$ cat config.mk
export PLATFORM = sky130hd
export DESIGN_NAME = mbe_queue
export DESIGN_NICKNAME = d
export VERILOG_FILES = /design/src/hdl/mbe_pkg.sv /design/src/hdl/mbe_queue.sv
export SDC_FILE = /design/constraint.sdc
export NUM_CORES = 1
export LEC_CHECK = 0
export BUFFER_PORTS_ARGS = -buffer_cell sky130_fd_sc_hd__buf_2
export CAP_MARGIN = 20
export CORE_MARGIN = 2
export CORE_UTILIZATION = 47
export DETAILED_ROUTE_END_ITERATION = 12
export PLACE_DENSITY_LB_ADDON = 0.1
export SLEW_MARGIN = 20
export SYNTH_ARGS = -nofsm -noshare
export SYNTH_HDL_FRONTEND = slang
export SYNTH_SLANG_ARGS = --single-unit
export TNS_END_PERCENT = 1
$ cat constraint.sdc
create_clock -name clk -period 2.6 [get_ports clk]
set_input_delay 0.78 -clock clk [delete_from_list [all_inputs] [get_ports clk]]
set_output_delay 0.78 -clock clk [all_outputs]
set_load 0.01 [all_outputs]
$ cat src/hdl/mbe_pkg.sv
package mbe_pkg;

  // fixed field widths
  localparam int COORD_W = 10;
  localparam int FIX_W   = 32;
  localparam int CNT_W   = 16;
  localparam int GRAY_W  = 8;
  localparam int ADDR_W  = 5;
  localparam int DATA_W  = 32;

  // default geometry and queue size
  localparam int IMAGE_WIDTH_DEF  = 1024;
  localparam int IMAGE_HEIGHT_DEF = 1024;
  localparam int QUEUE_DEPTH_DEF  = 2;

  // register indexes
  localparam logic [2:0] REG_LEFT  = 3'd0;
  localparam logic [2:0] REG_TOP   = 3'd1;
  localparam logic [2:0] REG_STEPX = 3'd2;
  localparam logic [2:0] REG_STEPY = 3'd3;
  localparam logic [2:0] REG_LIMIT = 3'd4;

  // register reset values
  localparam logic signed [FIX_W-1:0] LEFT_RST  = -32'sd536870912;
  localparam logic signed [FIX_W-1:0] TOP_RST   = -32'sd268435456;
  localparam logic signed [FIX_W-1:0] STEPX_RST = 32'sd786432;
  localparam logic signed [FIX_W-1:0] STEPY_RST = 32'sd524288;
  localparam logic [CNT_W-1:0]        LIMIT_RST = 16'd256;

  // |z|^2 bound of 4.0 in Q8.56
  localparam logic [63:0] ESCAPE_BOUND = 64'h0400_0000_0000_0000;

  typedef struct packed {
    logic signed [FIX_W-1:0] left_edge;
    logic signed [FIX_W-1:0] top_edge;
    logic signed [FIX_W-1:0] step_x;
    logic signed [FIX_W-1:0] step_y;
  } cfg_t;

  typedef struct packed {
    logic signed [FIX_W-1:0] c_re;
    logic signed [FIX_W-1:0] c_im;
  } point_t;

  // clamp a wide signed value into the Q4.28 range
  function automatic logic signed [FIX_W-1:0] sat32(input logic signed [63:0] v);
    logic signed [63:0] hi;
    logic signed [63:0] lo;
    hi = 64'sd2147483647;
    lo = -64'sd2147483648;
    if (v > hi) begin
      sat32 = 32'sh7FFF_FFFF;
    end else if (v < lo) begin
      sat32 = 32'sh8000_0000;
    end else begin
      sat32 = v[FIX_W-1:0];
    end
  endfunction

  // largest g with 256*g*g <= 65025*n, for n below 256
  function automatic logic [255:0][GRAY_W-1:0] gray_lut_build();
    logic [255:0][GRAY_W-1:0] lut;
    int unsigned g_best;
    for (int n = 0; n < 256; n++) begin
      g_best = 0;
      for (int g = 1; g < 256; g++) begin
        if (256 * g * g <= 65025 * n) begin
          g_best = g;
        end
      end
      lut[n] = GRAY_W'(g_best);
    end
    return lut;
  endfunction

  localparam logic [255:0][GRAY_W-1:0] GRAY_LUT = gray_lut_build();

endpackage

$ cat src/hdl/mbe_queue.sv
module mbe_queue #(
  parameter int DEPTH = mbe_pkg::QUEUE_DEPTH_DEF
) (
  input  logic            clk,
  input  logic            rst_n,
  input  mbe_pkg::point_t push_data_i,
  input  logic            push_valid_i,
  output logic            push_ready_o,
  output mbe_pkg::point_t pop_data_o,
  output logic            pop_valid_o,
  input  logic            pop_ready_i
);
  import mbe_pkg::*;

  localparam int PTR_W = (DEPTH > 1) ? $clog2(DEPTH) : 1;
  localparam int CNT_QW = $clog2(DEPTH + 1);

  point_t              mem_r [DEPTH];
  logic [PTR_W-1:0]    wr_ptr_r, rd_ptr_r;
  logic [CNT_QW-1:0]   fill_r;
  logic                push, pop;

  assign push_ready_o = (fill_r != CNT_QW'(DEPTH));
  assign pop_valid_o  = (fill_r != '0);
  assign pop_data_o   = mem_r[rd_ptr_r];
  assign push = push_valid_i && push_ready_o;
  assign pop  = pop_valid_o && pop_ready_i;

  // storage
  always_ff @(posedge clk) begin
    if (push) begin
      mem_r[wr_ptr_r] <= push_data_i;
    end
  end

  // pointers and fill count
  always_ff @(posedge clk) begin
    if (!rst_n) begin
      wr_ptr_r <= '0;
      rd_ptr_r <= '0;
      fill_r   <= '0;
    end else begin
      if (push) begin
        wr_ptr_r <= (wr_ptr_r == PTR_W'(DEPTH - 1)) ? '0 : wr_ptr_r + 1'b1;
      end
      if (pop) begin
        rd_ptr_r <= (rd_ptr_r == PTR_W'(DEPTH - 1)) ? '0 : rd_ptr_r + 1'b1;
      end
      if (push && !pop) begin
        fill_r <= fill_r + 1'b1;
      end else if (pop && !push) begin
        fill_r <= fill_r - 1'b1;
      end
    end
  end

endmodule

==> qor.txt <==
cell leakage power: 2.35 nW
global-route wire length before repair: 12400 µm
CTS tree: done
met3 Use GR: 7.11%
Max-Cap Viols: 0
initial antenna violation count: 0
startpoint types: flop
Final Skew: 0.00606 ns
Max Freq: 400 MHz
Net Sw Frac: 25.1%
Comb power frac: 21.9%
CTS Buffer Depth: 2
Mapped Area: 4860 µm²
synth warn: 0
area delta synth->final: 28.8%
worst-margin pin slew: 0.445 ns
Initial Util: 47.7%
grt total ovfl: 0
max incr delay on CP: 0.47 ns
# IOs: 134
required time of the worst setup path: 1.82 ns
drt total wl: 8150 µm
Min Hold Slack: 0.462 ns
Final ANT Viol Nets: 0
share of cells above drive strength 1: 60.7%
register area: 3950 µm²
cell internal pwr: 4.73 mW
drc violations: 0
hold endpoint: mem_r[0][16]$_DFFE_PP_
PD cells: 1010 nW/µm²
final count of pins violating max slew: 0
Peak VDD IR: 0.460 mV
GRT Util Overall: 15.3%
Yosys cell types: 20
reg2reg path depth: 3
met2 usage: 26.4%
WP data arrival: 1.72 ns
Seq pwr share: 44.2%
drt pass-1 iters: 4
Die H: 106 µm
worst hold stages: 1
DP Cell Count: 491
met1 usage: 16.1%
GR peak layer: met2
CTS hold repair buffers: 0
row count: 37
Crit. End Element: primary output
via/cell ratio: 4.75
Final Total Pwr: 6.31 mW
Crit Path Class: flop to primary output
number of port buffers: 133
reg-to-reg endpoint: mem_r[1][18]$_DFFE_PP_
CP max-delay cell: dfxtp_4
clock network power share: 33.9%
Tcrit/Tclk final: 96.1%
CP Cell Sequence: buf_12, mux2_2, buf_2
final hold violations: 0
CP Depth: 3
post-CTS setup repair buffer count: 0
Hold Crit Class: primary input to flop
syn nets: 292
CTS Buf Count: 17
Tmin final: 2.50 ns
fillers: 805
setup_tns: 0 ns
Nets: 443
First DRT Iteration DRCs: 93
# diodes: 0
CP delay by family, top: flip-flops
multi-input logic area: 861 µm²
Clock Sinks: 133
DPL Wire Length: 5340 µm
setup violators final: 0
cells after synthesis: 223
setup slack, reg-to-reg: 1.02 ns
vias in the first global route: 2537
pin count of the biggest net entering global routing: 33
final cell count without fillers: 523
Die Area: 11200 µm²
core region area: 10200 µm²
CP Buf/Inv Count: 2
RSZ-0062 raised after global routing: no
synthesis-stage register bit count: 133
sequential area share after synthesis: 81.2%
post-layout util: 61.4%
Avg Cell Area, Syn: 21.8 µm²
hold_sp: push_data_i[16]
die extent in x: 106 µm
clk slew on worst S/H paths: 0.06 ns
Placer Congestion: 0.701
status: complete, no violations
Max-Slew Margin vs Limit: 70.4%
vias: 2485
# resized after CTS: 1
switching power total: 1.58 mW
drt wl/cell: 15.6 µm
worst-path maximum fanout: 28
Reg-to-Reg Start: fill_r[0]$_SDFFE_PN0P_
Clock Root Buffer: clkbuf_8
H-tree level count: 4
insertion delay to the later sink of the worst-skew pair: 0.50 ns
worst max-delay path by stage:
stage,from,end,slack [ns]
after floorplan,push_valid_i,mem_r[0][0]$_DFFE_PP_,0.06
after global placement,flop,pop_data_o[30],0.52
after detailed placement,flop,pop_data_o[30],0.50
after CTS,flop,pop_data_o[30],0.06
after global routing,flop,pop_data_o[30],0.02
final,flop,pop_data_o[30],0.10
stage by stage:
stage | instance area [µm²] | setup slack [ns]
after CTS | 6260 | 0.0576
final | 6260 | 0.102
after detailed placement | 5720 | 0.502
after floorplan | 4860 | 0.0636
after global routing | 6260 | 0.0188
after global placement | 5720 | 0.517
metal layers:
| metal | wire (µm) | part of all wire, % |
|---|---|---|
| met5 | 0 | 0 |
| met4 | 91 | 1.1 |
| met3 | 554 | 6.8 |
| met2 | 4310 | 53 |
| met1 | 3200 | 39 |
layout make-up:
cell class	count	share of cell area (%)
flip-flops and latches	133	63.1
clock buffers	21	6.86
clock inverters	11	1.76
repair buffers	139	11.8
well taps	136	2.72
multi-input cells	82	13.8
inverters	1	0.0600
cell usage after synthesis:
master	number	area share [%]
o21ai_0	1	0.10
a21bo_2	1	0.21
or2_2	1	0.13
buf_2	1	0.10
nand3b_1	1	0.15
buf_4	6	0.93
nand2b_4	1	0.28
inv_1	1	0.077
and2_1	4	0.52
dfxtp_1	5	2.1
xor2_1	1	0.18
o21ai_1	1	0.10
ha_1	1	0.26
xnor2_1	2	0.36
edfxtp_1	128	79
or3_1	1	0.13
and3_1	1	0.13
a21boi_1	1	0.15
a21boi_0	1	0.15
mux2_2	64	15
logic make-up after synthesis:
family | count (synthesis) | share of synthesized area (%)
compound gates | 5 | 0.721
mux | 64 | 14.8
fa+ha+maj | 1 | 0.258
buf+inv | 8 | 1.11
xor+xnor | 3 | 0.541
simple gates | 9 | 1.34
flops | 133 | 81.2
state kept, by name (all words and copies together), names as in the netlist, named ones only:
name / count
wr_ptr_r: 1
mem_r: 128
rd_ptr_r: 1
fill_r: 2
power by group through the flow:
stage                     sequential, mW  clock [mW]  combinational, mW
after CTS                           2.79        2.19               1.42
after detailed placement            2.83           0               1.41
final                               2.79        2.14               1.38
after global placement              2.82           0               1.41
after floorplan                     2.78           0              0.928
after global routing                2.82        2.28               1.51
cells in the final DEF (no fill, tap or decap), drive strengths merged:
| cell | synthesis | routed |
|---|---|---|
| clkbuf | 0 | 21 |
| a21boi | 2 | 2 |
| xnor2 | 2 | 2 |
| o21ai | 2 | 2 |
| or2 | 1 | 1 |
| nand3b | 1 | 1 |
| dfxtp | 5 | 5 |
| inv | 1 | 1 |
| nand2b | 1 | 1 |
| clkinvlp | 0 | 3 |
| edfxtp | 128 | 128 |
| clkinv | 0 | 6 |
| bufinv | 0 | 2 |
| buf | 7 | 139 |
| ha | 1 | 1 |
| and2 | 4 | 4 |
| or3 | 1 | 1 |
| mux2 | 64 | 64 |
| xor2 | 1 | 1 |
| a21bo | 1 | 1 |
| and3 | 1 | 1 |
worst reg2reg max path, cell delays in order (launching register included):
cell and delay (ns):
dfxtp_1 0.42, nand2b_4 0.19, and3_2 0.20, buf_4 0.39
Note: power is estimated with default switching activity, not from simulation.
