===== config.mk =====
export PLATFORM = sky130hd
export DESIGN_NAME = mbe_front_flat
export DESIGN_NICKNAME = d
export VERILOG_FILES = /design/src/hdl/mbe_pkg.sv /design/src/hdl/mbe_in_if.sv /design/src/hdl/mbe_front.sv /design/src/flat_wrapper.sv
export SDC_FILE = /design/constraint.sdc
export NUM_CORES = 2
export LEC_CHECK = 0
export BUFFER_PORTS_ARGS = -buffer_cell sky130_fd_sc_hd__buf_4
export CAP_MARGIN = 15
export CORE_MARGIN = 5
export CORE_UTILIZATION = 40
export DETAILED_ROUTE_END_ITERATION = 7
export REMOVE_ABC_BUFFERS = 1
export SYNTH_ARGS = -nofsm -noshare
export SYNTH_HDL_FRONTEND = slang
export SYNTH_SLANG_ARGS = --single-unit

===== constraint.sdc =====
create_clock -name clk -period 12.8 [get_ports clk]
set_clock_uncertainty 0.2 [all_clocks]
set_input_delay 2.56 -clock clk [delete_from_list [all_inputs] [get_ports clk]]
set_output_delay 2.56 -clock clk [all_outputs]
set_load 0.01 [all_outputs]

===== src/hdl/mbe_pkg.sv =====
package mbe_pkg;

  // fixed field widths
  localparam int COORD_W = 10;
  localparam int FIX_W   = 32;
  localparam int CNT_W   = 16;
  localparam int GRAY_W  = 8;
  localparam int ADDR_W  = 5;
  localparam int DATA_W  = 32;

  // default geometry and queue size
  localparam int IMAGE_WIDTH_DEF  = 1024;
  localparam int IMAGE_HEIGHT_DEF = 1024;
  localparam int QUEUE_DEPTH_DEF  = 2;

  // register indexes
  localparam logic [2:0] REG_LEFT  = 3'd0;
  localparam logic [2:0] REG_TOP   = 3'd1;
  localparam logic [2:0] REG_STEPX = 3'd2;
  localparam logic [2:0] REG_STEPY = 3'd3;
  localparam logic [2:0] REG_LIMIT = 3'd4;

  // register reset values
  localparam logic signed [FIX_W-1:0] LEFT_RST  = -32'sd536870912;
  localparam logic signed [FIX_W-1:0] TOP_RST   = -32'sd268435456;
  localparam logic signed [FIX_W-1:0] STEPX_RST = 32'sd786432;
  localparam logic signed [FIX_W-1:0] STEPY_RST = 32'sd524288;
  localparam logic [CNT_W-1:0]        LIMIT_RST = 16'd256;

  // |z|^2 bound of 4.0 in Q8.56
  localparam logic [63:0] ESCAPE_BOUND = 64'h0400_0000_0000_0000;

  typedef struct packed {
    logic signed [FIX_W-1:0] left_edge;
    logic signed [FIX_W-1:0] top_edge;
    logic signed [FIX_W-1:0] step_x;
    logic signed [FIX_W-1:0] step_y;
  } cfg_t;

  typedef struct packed {
    logic signed [FIX_W-1:0] c_re;
    logic signed [FIX_W-1:0] c_im;
  } point_t;

  // clamp a wide signed value into the Q4.28 range
  function automatic logic signed [FIX_W-1:0] sat32(input logic signed [63:0] v);
    logic signed [63:0] hi;
    logic signed [63:0] lo;
    hi = 64'sd2147483647;
    lo = -64'sd2147483648;
    if (v > hi) begin
      sat32 = 32'sh7FFF_FFFF;
    end else if (v < lo) begin
      sat32 = 32'sh8000_0000;
    end else begin
      sat32 = v[FIX_W-1:0];
    end
  endfunction

  // largest g with 256*g*g <= 65025*n, for n below 256
  function automatic logic [255:0][GRAY_W-1:0] gray_lut_build();
    logic [255:0][GRAY_W-1:0] lut;
    int unsigned g_best;
    for (int n = 0; n < 256; n++) begin
      g_best = 0;
      for (int g = 1; g < 256; g++) begin
        if (256 * g * g <= 65025 * n) begin
          g_best = g;
        end
      end
      lut[n] = GRAY_W'(g_best);
    end
    return lut;
  endfunction

  localparam logic [255:0][GRAY_W-1:0] GRAY_LUT = gray_lut_build();

endpackage


===== src/hdl/mbe_in_if.sv =====
interface mbe_in_if;
  import mbe_pkg::*;

  logic               valid;
  logic               ready;
  logic [COORD_W-1:0] column;
  logic [COORD_W-1:0] row;

  modport source (output valid, output column, output row, input ready);
  modport sink (input valid, input column, input row, output ready);
endinterface


===== src/hdl/mbe_front.sv =====
module mbe_front #(
  parameter int IMAGE_WIDTH  = mbe_pkg::IMAGE_WIDTH_DEF,
  parameter int IMAGE_HEIGHT = mbe_pkg::IMAGE_HEIGHT_DEF
) (
  input  logic            clk,
  input  logic            rst_n,
  input  mbe_pkg::cfg_t   cfg_i,
  mbe_in_if.sink          in_ch,
  output mbe_pkg::point_t pt_o,
  output logic            pt_valid_o,
  input  logic            pt_ready_i
);
  import mbe_pkg::*;

  localparam int COL_MAX = (IMAGE_WIDTH - 1 > (1 << COORD_W) - 1) ?
                           (1 << COORD_W) - 1 : IMAGE_WIDTH - 1;
  localparam int ROW_MAX = (IMAGE_HEIGHT - 1 > (1 << COORD_W) - 1) ?
                           (1 << COORD_W) - 1 : IMAGE_HEIGHT - 1;
  localparam int PROD_W  = FIX_W + COORD_W + 1;

  localparam logic [1:0] F_IDLE = 2'd0;
  localparam logic [1:0] F_MUL  = 2'd1;
  localparam logic [1:0] F_PUSH = 2'd2;

  logic [1:0]               state_r, state_nxt;
  logic [COORD_W-1:0]       col_r, row_r;
  logic [COORD_W-1:0]       col_c, row_c;
  logic signed [PROD_W-1:0] px_r, py_r;
  logic signed [COORD_W:0]  col_s, row_s;
  logic signed [63:0]       sum_re, sum_im;

  assign in_ch.ready = (state_r == F_IDLE);

  // clamp pixels outside the image to its last column and row
  assign col_c = (in_ch.column > COORD_W'(COL_MAX)) ? COORD_W'(COL_MAX) : in_ch.column;
  assign row_c = (in_ch.row > COORD_W'(ROW_MAX)) ? COORD_W'(ROW_MAX) : in_ch.row;

  assign col_s = $signed({1'b0, col_r});
  assign row_s = $signed({1'b0, row_r});

  // edge plus offset, saturated to Q4.28
  assign sum_re = 64'(cfg_i.left_edge) + 64'(px_r);
  assign sum_im = 64'(cfg_i.top_edge) + 64'(py_r);

  assign pt_o.c_re  = sat32(sum_re);
  assign pt_o.c_im  = sat32(sum_im);
  assign pt_valid_o = (state_r == F_PUSH);

  // sequencer
  always_comb begin
    state_nxt = state_r;
    unique case (state_r)
      F_IDLE: if (in_ch.valid) state_nxt = F_MUL;
      F_MUL:  state_nxt = F_PUSH;
      F_PUSH: if (pt_ready_i) state_nxt = F_IDLE;
      default: state_nxt = F_IDLE;
    endcase
  end

  always_ff @(posedge clk) begin
    if (!rst_n) begin
      state_r <= F_IDLE;
    end else begin
      state_r <= state_nxt;
    end
  end

  // pixel capture and offset products
  always_ff @(posedge clk) begin
    if (state_r == F_IDLE && in_ch.valid) begin
      col_r <= col_c;
      row_r <= row_c;
    end
    if (state_r == F_MUL) begin
      px_r <= col_s * cfg_i.step_x;
      py_r <= row_s * cfg_i.step_y;
    end
  end

endmodule


===== src/flat_wrapper.sv =====
// flat-port wrapper written by rule: the top's interface ports become plain ports
module mbe_front_flat import mbe_pkg::*;
#(
  parameter int IMAGE_WIDTH  = mbe_pkg::IMAGE_WIDTH_DEF,
  parameter int IMAGE_HEIGHT = mbe_pkg::IMAGE_HEIGHT_DEF
)
  (clk, rst_n, cfg_i, pt_o, pt_valid_o, pt_ready_i, in_ch_valid, in_ch_column, in_ch_row, in_ch_ready);
  mbe_in_if in_ch_i ();
  input  logic clk;
  input  logic rst_n;
  input  mbe_pkg::cfg_t cfg_i;
  output mbe_pkg::point_t pt_o;
  output logic pt_valid_o;
  input  logic pt_ready_i;
  input wire logic [$bits(in_ch_i.valid)-1:0] in_ch_valid;
  input wire logic [$bits(in_ch_i.column)-1:0] in_ch_column;
  input wire logic [$bits(in_ch_i.row)-1:0] in_ch_row;
  output wire logic [$bits(in_ch_i.ready)-1:0] in_ch_ready;
  assign in_ch_i.valid = in_ch_valid;
  assign in_ch_i.column = in_ch_column;
  assign in_ch_i.row = in_ch_row;
  assign in_ch_ready = in_ch_i.ready;
  mbe_front #(.IMAGE_WIDTH(IMAGE_WIDTH), .IMAGE_HEIGHT(IMAGE_HEIGHT)) u_core (.clk(clk), .rst_n(rst_n), .cfg_i(cfg_i), .in_ch(in_ch_i), .pt_o(pt_o), .pt_valid_o(pt_valid_o), .pt_ready_i(pt_ready_i));
endmodule

==> results.ini <==
[synthesis]
ys_warn_count = 0
syn_area_um2 = 31000
synthArstFlopShare = 0
synth_top_area_share = 0.354
synth.largest_area_cell = fa_1
avgSynthCellArea_um2 = 8.80
synth_cell_types = 85
synth_seq_cells = 108
synth_edf_count = 106
synth_cells = 3520
yosysSeqAreaShare = 0.104
synth.area.top_cells = fa_1 (35%), ha_1 (11%), edfxtp_1 (10%)
synthFlopType = edfxtp_1

[placed_design]
gp_congestion = 0.876
hpwl_mm = 62.9
place.port_buffers = 217
dp_slack_ns = 3.33

[finish]
final_nets = 4561
multiInputGateArea_um2 = 24500
layout-drive-gt1-share = 0.0860
fillerInstances = 7763
post-route-util = 0.437
regArea_um2 = 3220
area_delta_synth_final_pct = 8.71

[clock_network]
post_cts_buffers = 0
root_buffer = clkbuf_16
htree_levels = 3
cts_max_path_buffers = 2
cts_resized = 0
clk_latency_ns = 0.40
cts_buffers = 9
hold_buffers = 0
cts_tree = done
clk_pin_slew_worst_paths_ns = 0.09
cts.sinks = 108

[die]
die_y_um = 288
die_x_um = 288
die_area_um2 = 83100
io_pins = 218
start_util = 0.402
core_area_um2 = 77100
rows = 102

[setup_path]
cp_data_arrival_time_ns = 6.85
worst_path_dominant_cell_family = compound AO/OA/AOI/OAI gates
cpPeakStageDelay_ns = 0.58
critPathSlowestCell = or4_1
crit_fanout = 32
worst_ep_required_time_ns = 10.04
crit_type = in2out
worstSetupStartpointType = primary input
cp-end-kind = primary output
path_buf_inv = 4
path_cells = buf_4 -> ha_1 -> inv_1 -> fa_1 -> nand2b_1 -> a21oi_1 -> o21bai_2 -> a31oi_1 -> o211ai_1 -> a21o_1 -> a211oi_1 -> nand2_1 -> or4_1 -> o41ai_4 -> buf_4 -> o21ai_0 -> buf_4
critPathMostFrequentCell = buf_4

[timing]
tns_ns = 0
relSlewSlack = 0.195
drv_slew = 0
fmax_mhz = 104
period_needed_ns = 9.61
fin_ws_ns = 3.19
finalCritPeriodShare = 0.750
rsz0062_at_grt = false
setup_viol = 0
worstMarginPinSlew_ns = 1.21
hold_viol = 0

[grt]
grt_max_degree = 45
grt_pass1_vias = 24900
grt_pass1_wl_mm = 127
antenna_found_initial = 3
groute.usage.overall = 0.187
grt-ovfl-total = 0

[power_and_ir_drop]
power_mw = 9.62
p_per_area_nw_per_um2 = 286
vdd_drop_max_mv = 0.174
leakagePower_nw = 16.3

[routing]
wl_per_cell_um = 16.2
first_pass_iters = 7
wirelength_mm = 75.2
drtAntennaViolNets = 0
num_vias = 23400
post-route-drc-count = 0
drt_iter0_drc = 1055
viasPerCell = 5.06

[flow_run]
drv_cap = 0

[hold_path]
hp-class = reg2reg

[outcome]
status = complete, no violations

==> power breakdown <==
| group | total (mW) | leakage (nW) | switching (mW) | internal (mW) |
|---|---|---|---|---|
| Sequential | 0.943 | 1.00 | 0.0542 | 0.889 |
| Clock | 0.283 | 0.127 | 0.149 | 0.134 |
| Combinational | 8.39 | 15.2 | 4.77 | 3.62 |
| Total | 9.62 | 16.3 | 4.98 | 4.64 |
==> final timing paths <==
path / start / to / slack [ns] / depth (start not counted)
worst max register to register: u_core.row_r[4] / u_core.py_r[42] / 5.42 / 20
worst min register to register: u_core.state_r[0] / u_core.state_r[0] / 0.44 / 2
worst min-delay path: u_core.state_r[0] / u_core.state_r[0] / 0.44 / 2
worst max-delay path: cfg_i[96] / pt_o[36] / 3.19 / 17
==> cells in the final DEF (no fill, tap or decap), types with 27 or more instances in the layout <==
cell type,n
o21ai_1,44
nand3_1,34
ha_1,272
o21bai_1,27
inv_1,668
and2_1,290
a21oi_1,161
xor2_1,54
nor2_1,94
buf_4,240
o21a_1,27
a21o_1,81
o21ai_0,82
xnor2_1,103
fa_1,548
nand2_1,450
edfxtp_1,106
==> cells by family (layout without fill, tap and decap cells) <==
group / Yosys count / after routing / share of synthesized area
buf+inv: 851 / 925 / 0.105
compound gates: 577 / 577 / 0.123
xor+xnor: 157 / 157 / 0.0444
simple gates: 1003 / 1003 / 0.158
flops: 108 / 108 / 0.104
fa+ha+maj: 820 / 820 / 0.464
other cells: 0 / 2 / 0
mux: 4 / 4 / 0.00137
==> layout make-up <==
type	count	share of cell area
timing repair buffer	241	0.0540
inverter	668	0.0745
tap	1040	0.0386
multi-input combinational	2561	0.729
clock buffer	10	0.00680
clock inverter	6	0.00152
sequential	108	0.0957
antenna	2	0.000149
==> worst min-delay path, delay by kind of cell (launching register included) <==
| family | cells | cell delay, ns |
|---|---|---|
| flip-flops | 1 | 0.36 |
| AND/OR/NAND/NOR | 2 | 0.24 |
==> flip-flops by register name, summed over array words and instances (netlist names) <==
name,cells
u_core.row_r,10
u_core.col_r,10
u_core.py_r,43
u_core.state_r,2
u_core.px_r,43
==> metrics by stage <==
| stage | hold WS (ns) | instances | area [um2] |
|---|---|---|---|
| finish | 0.436 | 4636 | 33700 |
| global route | 0.460 | 4635 | 33700 |
| CTS | 0.439 | 4633 | 33600 |
| detailed placement | 0.422 | 4617 | 33400 |
| global placement | 0.420 | 4617 | 33400 |
| floorplan | 0.420 | 3337 | 30200 |
==> synthesized netlist by cell type, types with 4 or more instances <==
cell type,number
o21ai_1,44
o211ai_1,17
nand2b_1,17
xor2_1,54
o21ai_0,82
o21ai_2,12
or2_2,5
o2111ai_1,8
ha_1,272
a21oi_2,8
a21oi_1,161
xnor2_1,103
a31o_2,5
fa_1,548
and3_1,18
nor4_1,5
edfxtp_1,106
buf_1,4
nor2_1,95
buf_2,12
a211oi_1,19
inv_1,668
o21a_1,27
nand3_1,34
or3_1,9
nor2b_1,18
a21boi_0,8
a211o_1,4
a21o_1,81
nand2_1,450
o31ai_1,6
o41ai_1,6
and4_1,6
clkbuf_1,162
a31oi_1,13
and2_1,290
nand4_1,25
buf_6,4
o21bai_1,27
nor3_1,20
==> per-layer routing <==
metal / vias up / track usage / share of wire
li1: 11200 / - / -
met1: 11700 / 0.257 / 0.46
met2: 464 / 0.316 / 0.47
met3: 65 / 0.0285 / 0.050
met4: 4 / 0.0417 / 0.020
met5: - / 0 / 0.00036
(Power assumes the default switching activity.)
